<file path="src/sv/srd_pkg.sv">
package srd_pkg;

    // fixed field widths
    localparam int DIGIT_BITS = 4;
    localparam int CHAR_BITS  = 8;
    localparam int RADIX_BITS = 5;
    localparam int WORD_BITS  = 64;

    // register indexes on the configuration port
    localparam logic [1:0] REG_RADIX_LENGTH = 2'd0;
    localparam logic [1:0] REG_CHARS_LOW    = 2'd1;
    localparam logic [1:0] REG_CHARS_HIGH   = 2'd2;

    // character codes that may not be digits
    localparam logic [CHAR_BITS-1:0] CHAR_SPACE = 8'd32;
    localparam logic [CHAR_BITS-1:0] CHAR_PLUS  = 8'd43;
    localparam logic [CHAR_BITS-1:0] CHAR_MINUS = 8'd45;
    localparam logic [CHAR_BITS-1:0] CHAR_DEL   = 8'd127;

    // divider control from the sequencer
    typedef struct packed {
        logic start;
    } div_ctl_t;

    // divider status back to the sequencer
    typedef struct packed {
        logic                  done;
        logic                  quot_nonzero;
        logic [DIGIT_BITS-1:0] remainder;
    } div_stat_t;

endpackage

</file>
<file path="src/sv/srd_serial_div.sv">
module srd_serial_div #(
    parameter int VALUE_BITS = 32
) (
    input  logic                                  aclk,
    input  logic                                  aresetn,
    input  srd_pkg::div_ctl_t                     ctl,
    input  logic [VALUE_BITS-1:0]                 dividend,
    input  logic [srd_pkg::RADIX_BITS-1:0]        radix,
    output srd_pkg::div_stat_t                    stat,
    output logic [VALUE_BITS-1:0]                 quotient
);

    localparam int CNT_W = $clog2(VALUE_BITS);

    logic [VALUE_BITS-1:0]              q_reg, q_next;
    logic [srd_pkg::DIGIT_BITS-1:0]     rem_reg, rem_next;
    logic [CNT_W-1:0]                   cnt_reg, cnt_next;
    logic                               busy_reg, busy_next;
    logic                               done_reg, done_next;
    logic                               qnz_reg, qnz_next;
    logic [srd_pkg::RADIX_BITS-1:0]     trial;
    logic [srd_pkg::RADIX_BITS-1:0]     diff;
    logic                               fits;

    // one restoring step: bring down the next dividend bit
    assign trial = {rem_reg, q_reg[VALUE_BITS-1]};
    assign fits  = (trial >= radix);
    assign diff  = trial - radix;

    always_comb begin
        q_next    = q_reg;
        rem_next  = rem_reg;
        cnt_next  = cnt_reg;
        busy_next = busy_reg;
        done_next = 1'b0;
        qnz_next  = qnz_reg;
        if (ctl.start) begin
            q_next    = dividend;
            rem_next  = '0;
            cnt_next  = CNT_W'(VALUE_BITS - 1);
            busy_next = 1'b1;
            qnz_next  = 1'b0;
        end else if (busy_reg) begin
            q_next   = {q_reg[VALUE_BITS-2:0], fits};
            rem_next = fits ? diff[srd_pkg::DIGIT_BITS-1:0]
                            : trial[srd_pkg::DIGIT_BITS-1:0];
            qnz_next = qnz_reg | fits;
            cnt_next = cnt_reg - 1'b1;
            if (cnt_reg == '0) begin
                busy_next = 1'b0;
                done_next = 1'b1;
            end
        end
    end

    always_ff @(posedge aclk) begin
        if (!aresetn) begin
            busy_reg <= 1'b0;
            done_reg <= 1'b0;
        end else begin
            busy_reg <= busy_next;
            done_reg <= done_next;
        end
        q_reg   <= q_next;
        rem_reg <= rem_next;
        cnt_reg <= cnt_next;
        qnz_reg <= qnz_next;
    end

    assign stat.done         = done_reg;
    assign stat.quot_nonzero = qnz_reg;
    assign stat.remainder    = rem_reg;
    assign quotient          = q_reg;

endmodule

</file>
<file path="src/sv/signed_integer_to_radix_digits_core.sv">
// steps: alphabet check over radix_length characters, then one bit-serial division per digit,
//   then the characters (sign, then digits), each held in the output register while it stalls
// one value at a time: the next request is taken once the last character is in the output
//   register; the per-digit divider loop sets the rate
// invalid alphabet: the request is taken, the check stops at the first fault, nothing is emitted
// synchronous active-low reset clears control state and all configuration registers
module signed_integer_to_radix_digits_core #(
    parameter int MAX_RADIX  = 16,
    parameter int VALUE_BITS = 32
) (
    input  logic        aclk,
    input  logic        aresetn,
    input  logic        cfg_valid,
    output logic        cfg_ready,
    input  logic [1:0]  cfg_index,
    input  logic [63:0] cfg_data,
    input  logic        s_valid,
    output logic        s_ready,
    input  logic [31:0] s_number,
    output logic        m_valid,
    input  logic        m_ready,
    output logic [7:0]  m_out_char,
    output logic        m_last_char
);

    localparam int CNT_W = $clog2(VALUE_BITS + 1);
    localparam int DB    = srd_pkg::DIGIT_BITS;
    localparam int CB    = srd_pkg::CHAR_BITS;
    localparam int RB    = srd_pkg::RADIX_BITS;

    localparam logic [2:0] ST_IDLE  = 3'd0;
    localparam logic [2:0] ST_CHECK = 3'd1;
    localparam logic [2:0] ST_DIV   = 3'd2;
    localparam logic [2:0] ST_SIGN  = 3'd3;
    localparam logic [2:0] ST_EMIT  = 3'd4;

    // character k of the alphabet
    function automatic logic [CB-1:0] alpha_char(input logic [63:0] lo,
                                                 input logic [63:0] hi,
                                                 input logic [DB-1:0] k);
        logic [63:0] word;
        word = k[DB-1] ? hi : lo;
        return word[k[DB-2:0]*CB +: CB];
    endfunction

    logic [RB-1:0]          radix_len_reg;
    logic [63:0]            chars_lo_reg;
    logic [63:0]            chars_hi_reg;
    logic [2:0]             state_reg, state_next;
    logic [VALUE_BITS-1:0]  mag_reg, mag_next;
    logic                   neg_reg, neg_next;
    logic [DB-1:0]          chk_idx_reg, chk_idx_next;
    logic [CNT_W-1:0]       dig_cnt_reg, dig_cnt_next;
    logic [DB-1:0]          stack_reg [VALUE_BITS];
    logic                   push, pop;
    logic                   m_valid_reg, m_valid_next;
    logic [CB-1:0]          m_char_reg, m_char_next;
    logic                   m_last_reg, m_last_next;

    logic [VALUE_BITS-1:0]  raw;
    logic                   out_free;
    logic                   len_bad;
    logic [CB-1:0]          cur_char;
    logic                   char_bad;
    logic                   dup;
    logic                   chk_last;
    logic [CNT_W-1:0]       cnt_inc;

    srd_pkg::div_ctl_t      div_ctl;
    srd_pkg::div_stat_t     div_stat;
    logic [VALUE_BITS-1:0]  div_dividend;
    logic [VALUE_BITS-1:0]  div_quot;

    // configuration writes
    assign cfg_ready = 1'b1;

    always_ff @(posedge aclk) begin
        if (!aresetn) begin
            radix_len_reg <= '0;
            chars_lo_reg  <= '0;
            chars_hi_reg  <= '0;
        end else if (cfg_valid) begin
            unique case (cfg_index)
                srd_pkg::REG_RADIX_LENGTH: radix_len_reg <= cfg_data[RB-1:0];
                srd_pkg::REG_CHARS_LOW:    chars_lo_reg  <= cfg_data;
                srd_pkg::REG_CHARS_HIGH:   chars_hi_reg  <= cfg_data;
                default: ;
            endcase
        end
    end

    // alphabet check for the character under the index
    assign raw      = s_number[VALUE_BITS-1:0];
    assign len_bad  = (radix_len_reg < RB'(2)) || (radix_len_reg > RB'(MAX_RADIX));
    assign cur_char = alpha_char(chars_lo_reg, chars_hi_reg, chk_idx_reg);
    assign char_bad = (cur_char <= srd_pkg::CHAR_SPACE) || (cur_char == srd_pkg::CHAR_PLUS)
                   || (cur_char == srd_pkg::CHAR_MINUS) || (cur_char == srd_pkg::CHAR_DEL);
    assign chk_last = ({1'b0, chk_idx_reg} + RB'(1)) == radix_len_reg;

    always_comb begin
        dup = 1'b0;
        for (int j = 0; j < MAX_RADIX; j++) begin
            if ((RB'(j) > {1'b0, chk_idx_reg}) && (RB'(j) < radix_len_reg)
                && (alpha_char(chars_lo_reg, chars_hi_reg, DB'(j)) == cur_char)) begin
                dup = 1'b1;
            end
        end
    end

    // bit-serial divider, restarted on its own quotient for each digit
    assign div_dividend = (state_reg == ST_DIV) ? div_quot : mag_reg;

    srd_serial_div #(
        .VALUE_BITS(VALUE_BITS)
    ) u_div (
        .aclk     (aclk),
        .aresetn  (aresetn),
        .ctl      (div_ctl),
        .dividend (div_dividend),
        .radix    (radix_len_reg),
        .stat     (div_stat),
        .quotient (div_quot)
    );

    assign out_free = !m_valid_reg || m_ready;
    assign s_ready  = (state_reg == ST_IDLE);
    assign cnt_inc  = dig_cnt_reg + 1'b1;

    // sequencer
    always_comb begin
        state_next    = state_reg;
        mag_next      = mag_reg;
        neg_next      = neg_reg;
        chk_idx_next  = chk_idx_reg;
        dig_cnt_next  = dig_cnt_reg;
        push          = 1'b0;
        pop           = 1'b0;
        div_ctl.start = 1'b0;
        m_valid_next  = m_valid_reg && !m_ready;
        m_char_next   = m_char_reg;
        m_last_next   = m_last_reg;
        unique case (state_reg)
            ST_IDLE: begin
                if (s_valid) begin
                    neg_next     = raw[VALUE_BITS-1];
                    mag_next     = raw[VALUE_BITS-1] ? (~raw + VALUE_BITS'(1)) : raw;
                    chk_idx_next = '0;
                    dig_cnt_next = '0;
                    state_next   = ST_CHECK;
                end
            end
            ST_CHECK: begin
                if (len_bad || char_bad || dup) begin
                    state_next = ST_IDLE;
                end else if (chk_last) begin
                    div_ctl.start = 1'b1;
                    state_next    = ST_DIV;
                end else begin
                    chk_idx_next = chk_idx_reg + 1'b1;
                end
            end
            ST_DIV: begin
                if (div_stat.done) begin
                    push         = 1'b1;
                    dig_cnt_next = cnt_inc;
                    if (div_stat.quot_nonzero && (cnt_inc < CNT_W'(VALUE_BITS))) begin
                        div_ctl.start = 1'b1;
                    end else begin
                        state_next = neg_reg ? ST_SIGN : ST_EMIT;
                    end
                end
            end
            ST_SIGN: begin
                if (out_free) begin
                    m_valid_next = 1'b1;
                    m_char_next  = srd_pkg::CHAR_MINUS;
                    m_last_next  = 1'b0;
                    state_next   = ST_EMIT;
                end
            end
            ST_EMIT: begin
                if (out_free) begin
                    m_valid_next = 1'b1;
                    m_char_next  = alpha_char(chars_lo_reg, chars_hi_reg, stack_reg[0]);
                    m_last_next  = (dig_cnt_reg == CNT_W'(1));
                    pop          = 1'b1;
                    dig_cnt_next = dig_cnt_reg - 1'b1;
                    if (dig_cnt_reg == CNT_W'(1)) begin
                        state_next = ST_IDLE;
                    end
                end
            end
            default: begin
                state_next = ST_IDLE;
            end
        endcase
    end

    // digit stack: newest digit on top, so digits leave most significant first
    always_ff @(posedge aclk) begin
        if (push) begin
            stack_reg[0] <= div_stat.remainder;
            for (int k = 1; k < VALUE_BITS; k++) begin
                stack_reg[k] <= stack_reg[k-1];
            end
        end else if (pop) begin
            for (int k = 0; k < VALUE_BITS - 1; k++) begin
                stack_reg[k] <= stack_reg[k+1];
            end
        end
    end

    always_ff @(posedge aclk) begin
        if (!aresetn) begin
            state_reg   <= ST_IDLE;
            m_valid_reg <= 1'b0;
            dig_cnt_reg <= '0;
        end else begin
            state_reg   <= state_next;
            m_valid_reg <= m_valid_next;
            dig_cnt_reg <= dig_cnt_next;
        end
        mag_reg     <= mag_next;
        neg_reg     <= neg_next;
        chk_idx_reg <= chk_idx_next;
        m_char_reg  <= m_char_next;
        m_last_reg  <= m_last_next;
    end

    assign m_valid     = m_valid_reg;
    assign m_out_char  = m_char_reg;
    assign m_last_char = m_last_reg;

endmodule

</file>
<file path="config.mk">
export PLATFORM = sky130hd
export DESIGN_NAME = signed_integer_to_radix_digits_core
export DESIGN_NICKNAME = d
export VERILOG_FILES = /design/src/sv/srd_pkg.sv /design/src/sv/srd_serial_div.sv /design/src/sv/signed_integer_to_radix_digits_core.sv
export SDC_FILE = /design/constraint.sdc
export NUM_CORES = 1
export LEC_CHECK = 0
export BUFFER_PORTS_ARGS = -buffer_cell sky130_fd_sc_hd__buf_2
export CELL_PAD_IN_SITES_DETAIL_PLACEMENT = 0
export CELL_PAD_IN_SITES_GLOBAL_PLACEMENT = 1
export CORE_MARGIN = 2
export CORE_UTILIZATION = 52
export DETAILED_ROUTE_END_ITERATION = 12
export PLACE_DENSITY_LB_ADDON = 0.1
export SYNTH_ARGS = -nofsm -noshare
export SYNTH_HDL_FRONTEND = slang
export SYNTH_HIERARCHICAL = 1
export SYNTH_SLANG_ARGS = --single-unit
</file>
<file path="constraint.sdc">
create_clock -name aclk -period 8 [get_ports aclk]
set_clock_uncertainty 0.15 [all_clocks]
set_input_delay 0.4 -clock aclk [delete_from_list [all_inputs] [get_ports aclk]]
set_output_delay 0.4 -clock aclk [all_outputs]
set_load 0.01 [all_outputs]
</file>
==> results of run 1 <==
## final timing paths
kind / from / to / slack (ns) / depth (start not counted)
hold reg to reg: stack_reg[0][122]$_DFFE_PP_ / stack_reg[0][126]$_DFFE_PP_ / 0.30 / 0
setup / recovery: chk_idx_reg[3]$_SDFFCE_PN0P_ / u_div/quotient[8]$_DFFE_PP_ / 1.82 / 14
hold / removal: s_number[21] / mag_reg[21]$_DFFE_PP_ / 0.02 / 2
setup reg to reg: chk_idx_reg[3]$_SDFFCE_PN0P_ / u_div/quotient[8]$_DFFE_PP_ / 1.82 / 14
## worst reg2reg max path, cell delays in order, from the launching register on
cell	delay, ns
edfxtp_1	0.72
buf_4	0.58
mux2i_1	0.30
o22ai_1	0.11
or3_1	0.50
and2_1	0.53
xnor2_1	0.28
o2111ai_1	0.14
nor3_1	0.15
nor4_1	0.69
and4_4	0.42
nand2b_1	0.13
o21ai_4	0.09
nor2_1	0.08
inv_1	0.90
## cells in the mapped netlist (6+ instances only)
master / number / share of area
nor2b_1: 8 / 0.0025
and3_1: 7 / 0.0022
mux4_2: 48 / 0.054
nand2_1: 575 / 0.11
a22oi_1: 15 / 0.0056
and2_1: 10 / 0.0031
nand4_1: 12 / 0.0037
mux2_2: 111 / 0.062
clkbuf_1: 94 / 0.018
nand2b_1: 24 / 0.0075
buf_4: 9 / 0.0034
buf_2: 10 / 0.0025
xor2_1: 44 / 0.019
edfxtp_1: 206 / 0.31
buf_6: 7 / 0.0039
nand3_1: 23 / 0.0057
mux2i_1: 62 / 0.031
xnor2_1: 101 / 0.044
or3_1: 13 / 0.0041
o22a_1: 6 / 0.0026
nor4_1: 13 / 0.0041
nand3b_1: 6 / 0.0022
a2111oi_0: 6 / 0.0026
o22ai_1: 12 / 0.0037
inv_1: 23 / 0.0043
a21oi_1: 166 / 0.041
ha_1: 14 / 0.0087
buf_1: 18 / 0.0034
nor2_1: 50 / 0.0094
nor3_1: 23 / 0.0057
dfxtp_1: 155 / 0.15
a31oi_1: 7 / 0.0022
o21ai_0: 32 / 0.0080
o31ai_1: 12 / 0.0045
## cells by family (layout without fill, tap and decap cells)
group,count (synthesis),after routing,synth area share
fa+ha+maj,15,15,0.009746
compound gates,325,325,0.1012
flops,361,361,0.4638
mux,222,222,0.1481
other cells,1,4,0.0001872
buf+inv,167,312,0.03842
simple gates,801,801,0.1751
xor+xnor,145,145,0.06341
## where the power goes
group          total (mW)  internal (mW)  switching (mW)  leakage [nW]
registers            2.10           2.02          0.0791          3.14
logic               0.905          0.355           0.549          4.55
clock network        1.68          0.970           0.713         0.577
## metal layers
layer	routed length, um	track usage	share of wire	up-vias
li1	-	-	-	7438
met1	26520	0.4157	0.44	7748
met2	27410	0.4726	0.45	583
met3	4503	0.05727	0.074	127
met4	2137	0.1090	0.035	4
met5	19	0	0.00031	-
## through the flow
step | area [um2] | hold WS [ns]
finish | 22730 | 0.01738
global route | 22730 | 0.01717
CTS | 22720 | 0.0003688
detailed placement | 20830 | 0.2862
global placement | 20830 | 0.2884
floorplan | 20030 | 0.2762
## final cells by class
class / count / share of cell area
antenna: 3 / 0.0003303
multi-input combinational: 1509 / 0.4399
timing repair buffer: 216 / 0.06682
sequential: 361 / 0.4086
clock buffer: 56 / 0.04750
tap: 511 / 0.02813
clock inverter: 14 / 0.004238
inverter: 26 / 0.004403
==> impl_results.md, run 1 <==
- Port bufs: 113
- Max-cap violations: 0
- Area growth, synth to finish: 13.50%
- Total die area: 0.04010 mm2
- Peak VDD IR: 0.1328 mV
- Vias per std cell: 5.898
- Synth Instances: 2037
- Setup TNS Final: 0 ns
- Final net count: 2271
- Post-CTS Setup Bufs: 0
- Leakage: 8.265 nW
- Crit path largest cell delay: 0.90 ns
- Number of flip-flops under the largest register name: 128
- TritonCTS Sinks: 361
- Critical Path Sink Type: flop
- Post-Syn Nets: 2155
- Final Wtd Congestion: 1.072
- Reg clk slew, reported paths: 0.06 ns
- Fin cells: 2696
- Measured slew at the worst slew-check pin: 1.220 ns
- Endpoints failing setup: 0
- Yosys reg bits: 361
- Minimum clock period: 6.177 ns
- Multi-input logic area: 0.01000 mm2
- Final Core Density: 0.6021
- Critical path data arrival time: 6.19 ns
- Setup WS post-layout: 1.823 ns
- Most frequent cells in the layout: 572 x nand2_1, 206 x edfxtp_1, 166 x a21oi_1
- P per Cell Area: 206.0 mW/mm2
- Clock Latency Late Sink: 0.55 ns
- Status: complete, no violations
- DRC viols: 0
- H-tree depth: 2
- Post-Syn Area: 0.02003 mm2
- Total Power: 4.684 mW
- Slew Limit Fails: 0
- HPWL Detailed: 43.30 mm
- TritonCTS Buffers: 39
- WP data required: 8.01 ns
- Worst Hold Class: input pin to flop
- Initial antenna violation count: 6
- Largest net degree at the start of global routing: 90
- Top FF cell, synth: edfxtp_1
- CP cell instances: buf_4, mux2i_1, o22ai_1, or3_1, and2_1, xnor2_1, o2111ai_1, nor3_1, nor4_1, and4_4, nand2b_1, o21ai_4, nor2_1, inv_1
- Kind of critical path: flop to flop
- CP startpoint kind: flop
- Warnings, synthesis: 6
- Clock root cell: clkbuf_16
- CP max-delay cell: inv_1
- Sequential cell area: 0.009289 mm2
- CP max FO: 32
- Share of cells above drive strength 1: 0.1801
- Fill count: 3247
- Sequential share of the synthesized area: 0.4638
- Grt total ovfl: 0
- Commonest non-fill, non-tap cell in the layout: nand2_1
- Rel. slew slack: 0.1861
- Die width: 200.3 um
- Initial DRT Pass Iterations: 5
- CTS tree: built
- Chip Height: 200.3 um
- Avg Cell Area, Syn: 9.832 um2
- Yosys cell types: 95
- FMAX: 161.9 MHz
- Resized cells post-CTS: 0
- Pre-CTS setup slack: 1.990 ns
- Crit share post-route: 0.7721
- Initial Util: 0.5305
- CTS Hold Buffers Added: 72
- DP Cell Count: 2551
- GRT Total Usage: 0.3005
- # rows: 71
- RSZ-0062 raised after global routing: no
- First-pass GRT wire length: 93.56 mm
- Avg WL per Cell: 22.47 um
- Hold Vio Cnt, Final: 0
- Routed Antenna Nets: 0
- Largest delay share family, worst path: simple AND/OR/NAND/NOR gates
- Number of top-level pins: 115
- Buffers plus inverters on the worst setup path: 2
- Final WL: 60.59 mm
- Vias in the first global route: 15437
- Core area: 0.03776 mm2
- Post-synth EDFFs: 206
- Initial drt markers: 1381
- Async S/R FF share, synth: 0
- Longest Clk Path Bufs: 3
- Vias: 15900
Note: power is estimated with default switching activity, not from simulation.
==> run 2, diff against run 1 <==
--- a/config.mk
+++ b/config.mk
@@ -5,11 +5,12 @@
 export SDC_FILE = /design/constraint.sdc
 export NUM_CORES = 1
 export LEC_CHECK = 0
+export ABC_AREA = 1
 export BUFFER_PORTS_ARGS = -buffer_cell sky130_fd_sc_hd__buf_2
 export CELL_PAD_IN_SITES_DETAIL_PLACEMENT = 0
 export CELL_PAD_IN_SITES_GLOBAL_PLACEMENT = 1
 export CORE_MARGIN = 2
-export CORE_UTILIZATION = 52
+export CORE_UTILIZATION = 46
 export DETAILED_ROUTE_END_ITERATION = 12
 export PLACE_DENSITY_LB_ADDON = 0.1
 export SYNTH_ARGS = -nofsm -noshare
==> constraint.sdc (replaced) <==
create_clock -name aclk -period 6.2 [get_ports aclk]
set_clock_uncertainty 0.15 [all_clocks]
set_input_delay 0.31 -clock aclk [delete_from_list [all_inputs] [get_ports aclk]]
set_output_delay 0.31 -clock aclk [all_outputs]
set_load 0.01 [all_outputs]
==> impl_results.md, run 2 <==
- First-pass GRT wire length: 101.7 mm (+8.7%)
- Status: complete, no violations
- Hold Vio Cnt, Final: 0 (unchanged)
- Leakage: 9.859 nW (+19%)
- Commonest non-fill, non-tap cell in the layout: nand2_1
- Area growth, synth to finish: 15.28%
- Warnings, synthesis: 6 (unchanged)
- Fin cells: 3496 (+30%)
- # rows: 76 (+7.0%)
- Post-Syn Nets: 2864 (+33%)
- Hold-critical path depth: 3 (+1)
- Post-synth EDFFs: 206 (unchanged)
- Max-cap violations: 0 (unchanged)
- Peak VDD IR: 0.3069 mV (+130%)
- Core area: 0.04308 mm2 (+14%)
- Yosys cell types: 53 (-44%)
- Initial antenna violation count: 1 (-5)
- Reg clk slew, reported paths: 0.06 ns (about the same)
- Number of top-level pins: 115 (unchanged)
- Avg Cell Area, Syn: 7.324 um2 (-26%)
- Clock power frac: 0.257 (-0.102)
- Setup WS post-layout: 1.270 ns (-0.5531 ns)
- Sw Share: 0.4248 (+0.1384)
- Chip Height: 213.1 um (+6.4%)
- Ant diodes: 0 (-3)
- TritonCTS Sinks: 361 (unchanged)
- Endpoints failing setup: 0 (unchanged)
- Met1 usage: 0.3848 (-0.03089)
- Synth Instances: 2746 (+35%)
- RSZ-0062 raised after global routing: no
- CP startpoint kind: flop
- Pre-CTS setup slack: 1.415 ns (-0.5745 ns)
- Slew Limit Fails: 0 (unchanged)
- Largest net degree at the start of global routing: 89 (-1.1%)
- Final WL: 66.32 mm (+9.5%)
- Post-Syn Area: 0.02011 mm2 (+0.42%)
- Met2 Use GR: 0.4709 (-0.001742)
- Async S/R FF share, synth: 0 (unchanged)
- Number of flip-flops under the largest register name: 128 (unchanged)
- Yosys reg bits: 361 (unchanged)
- Routed Antenna Nets: 0 (unchanged)
- Share of power burned in registers: 0.335 (-0.112)
- Crit share post-route: 0.7951 (+0.02304)
- Most frequent cells in the layout: 968 x nand2_1, 285 x o21ai_0, 213 x inv_1
- Setup TNS Final: 0 ns (unchanged)
- Initial DRT Pass Iterations: 6 (+1)
- Combinational power share: 0.408 (+0.215)
- NetSw: 4.051 mW (+200%)
- Synth area leaders: edfxtp_1 31%, nand2_1 18%, dfxtp_1 15%
- Met3 Resource Use GR: 0.05810 (+0.0008238)
- Area share of the largest cell type after synthesis: 0.3076 (-0.001307)
- Final net count: 2995 (+32%)
- TritonCTS Buffers: 42 (+7.7%)
- Vias: 18819 (+18%)
- Vias per std cell: 5.383 (-8.7%)
- Critical Path Sink Type: flop
- Longest Clk Path Bufs: 3 (unchanged)
- Post-CTS Setup Bufs: 0 (unchanged)
- Vias in the first global route: 17924 (+16%)
- WP data required: 6.37 ns (-1.64 ns)
- Total die area: 0.04541 mm2 (+13%)
- Measured slew at the worst slew-check pin: 0.9996 ns (-0.2199 ns)
- Avg WL per Cell: 18.97 um (-16%)
- FMAX: 202.9 MHz (+25%)
- Grt total ovfl: 0 (unchanged)
- GRT Total Usage: 0.2926 (-0.007964)
- Sequential share of the synthesized area: 0.4618 (-0.001962)
- Critical path data arrival time: 5.10 ns (-1.09 ns)
- CTS tree: built
- Clock Latency Late Sink: 0.58 ns (+0.03 ns)
- Resized cells post-CTS: 0 (unchanged)
- Top FF cell, synth: edfxtp_1
- Most frequent cell after synthesis: nand2_1
- Kind of critical path: flop to flop
- Rel. slew slack: 0.3336 (+0.1475)
- Int Power: 5.485 mW (+64%)
- Worst Hold Class: input pin to flop
- Share of cells above drive strength 1: 0.09172 (-0.08839)
- H-tree depth: 2 (unchanged)
- P per Cell Area: 411.3 mW/mm2 (+100%)
- CP max FO: 38 (+19%)
- Layer with the highest usage: met2
- HPWL Detailed: 45.90 mm (+6.0%)
- Cell taking the most area after synthesis: edfxtp_1
- DP Cell Count: 3324 (+30%)
- Clock root cell: clkbuf_16
- Initial drt markers: 1791 (+30%)
- Initial Util: 0.4669 (-0.06356)
- DRC viols: 0 (unchanged)
- CTS Hold Buffers Added: 94 (+31%)
- Minimum clock period: 4.930 ns (-1.247 ns)
- Die width: 213.1 um (+6.4%)
- Worst R2R Path Depth: 19 (+5)
- Final Wtd Congestion: 1.026 (-4.2%)
- Synth top cells by count: 970 x nand2_1, 285 x o21ai_0, 215 x inv_1, 207 x a21oi_1, 206 x edfxtp_1
- Total Power: 9.536 mW (+100%)
- Port bufs: 113 (unchanged)
-- run 2: cell count changes after synthesis, sizes merged, moves of 24 or more --
cell / change
o21ai: +265
mux4: -48
nand2b: -24
xnor2: -83
nor2: +117
nand3: +149
mux2i: -62
inv: +209
nand2: +414
a21oi: +41
mux2: -112
-- run 2: through the flow --
step	instance area, um2	hold WS [ns]	utilization
after floorplan	20110	0.2589	-
after global placement	20900	0.2902	0.4852
after detailed placement	20900	0.2895	0.4852
after CTS	23190	0.00006811	0.5383
after global routing	23190	0.02048	0.5383
final	23190	0.02451	0.5383
-- run 2: power by group through the flow --
stage                     Clock, mW  Sequential (mW)  Combinational (mW)
after floorplan                   0             3.18                2.82
after global placement            0             3.24                3.75
after detailed placement          0             3.24                3.76
after CTS                      2.50             3.20                3.83
after global routing           2.59             3.23                4.29
final                          2.45             3.20                3.89
-- run 2: cell type report --
| cell class | instances | area, um2 |
|---|---|---|
| timing repair buffer | 234 | 1712 |
| clock inverter | 19 | 160.2 |
| fill | 4228 | 19890 |
| inverter | 238 | 902.1 |
| tap | 585 | 732.0 |
| clock buffer | 59 | 1185 |
| sequential | 361 | 9289 |
| multi-input combinational | 2000 | 9206 |
-- run 2: worst paths after layout --
| check | from | to | slack (ns) |
|---|---|---|---|
| worst max register to register | chk_idx_reg[1]$_SDFFCE_PN0P_ | u_div/quotient[0]$_DFFE_PP_ | 1.27 |
| worst min register to register | stack_reg[0][121]$_DFFE_PP_ | stack_reg[0][125]$_DFFE_PP_ | 0.32 |
| worst max-delay path | chk_idx_reg[1]$_SDFFCE_PN0P_ | u_div/quotient[0]$_DFFE_PP_ | 1.27 |
| worst min-delay path | s_number[1] | mag_reg[1]$_DFFE_PP_ | 0.02 |
-- run 2: kinds of logic (layout without fill, tap and decap cells) --
logic type / count (synthesis) / in the layout / synth area share
xor gates and xnor gates: 61 / 61 / 0.02656
AOI/OAI and AO/OA: 550 / 550 / 0.1428
and+or+nand+nor: 1373 / 1373 / 0.2769
adders and majority gates: 15 / 15 / 0.009705
other: 1 / 1 / 0.0001864
buffers and inverters: 385 / 550 / 0.08199
DFF: 361 / 361 / 0.4618
-- run 2: critical path: stages, from the launching register on --
cell	delay (ns)
edfxtp_1	0.89
nand2_1	0.20
inv_1	0.31
nand2_1	0.09
nand2_1	0.08
inv_2	0.07
nand2_1	0.59
xor2_1	0.23
nand3_1	0.12
nor2_1	0.05
nor2_1	0.20
nand3_1	0.12
nor2_2	0.16
nand3_1	0.22
o22ai_2	0.17
buf_4	0.40
clkinv_1	0.11
buf_4	0.26
nand2_1	0.14
nand2_1	0.05
-- run 2: layer usage --
metal / part of all wire / vias up
li1: - / 9240
met2: 0.45 / 611
met3: 0.063 / 152
met4: 0.041 / 2
met1: 0.44 / 8814
met5: 0.00020 / -
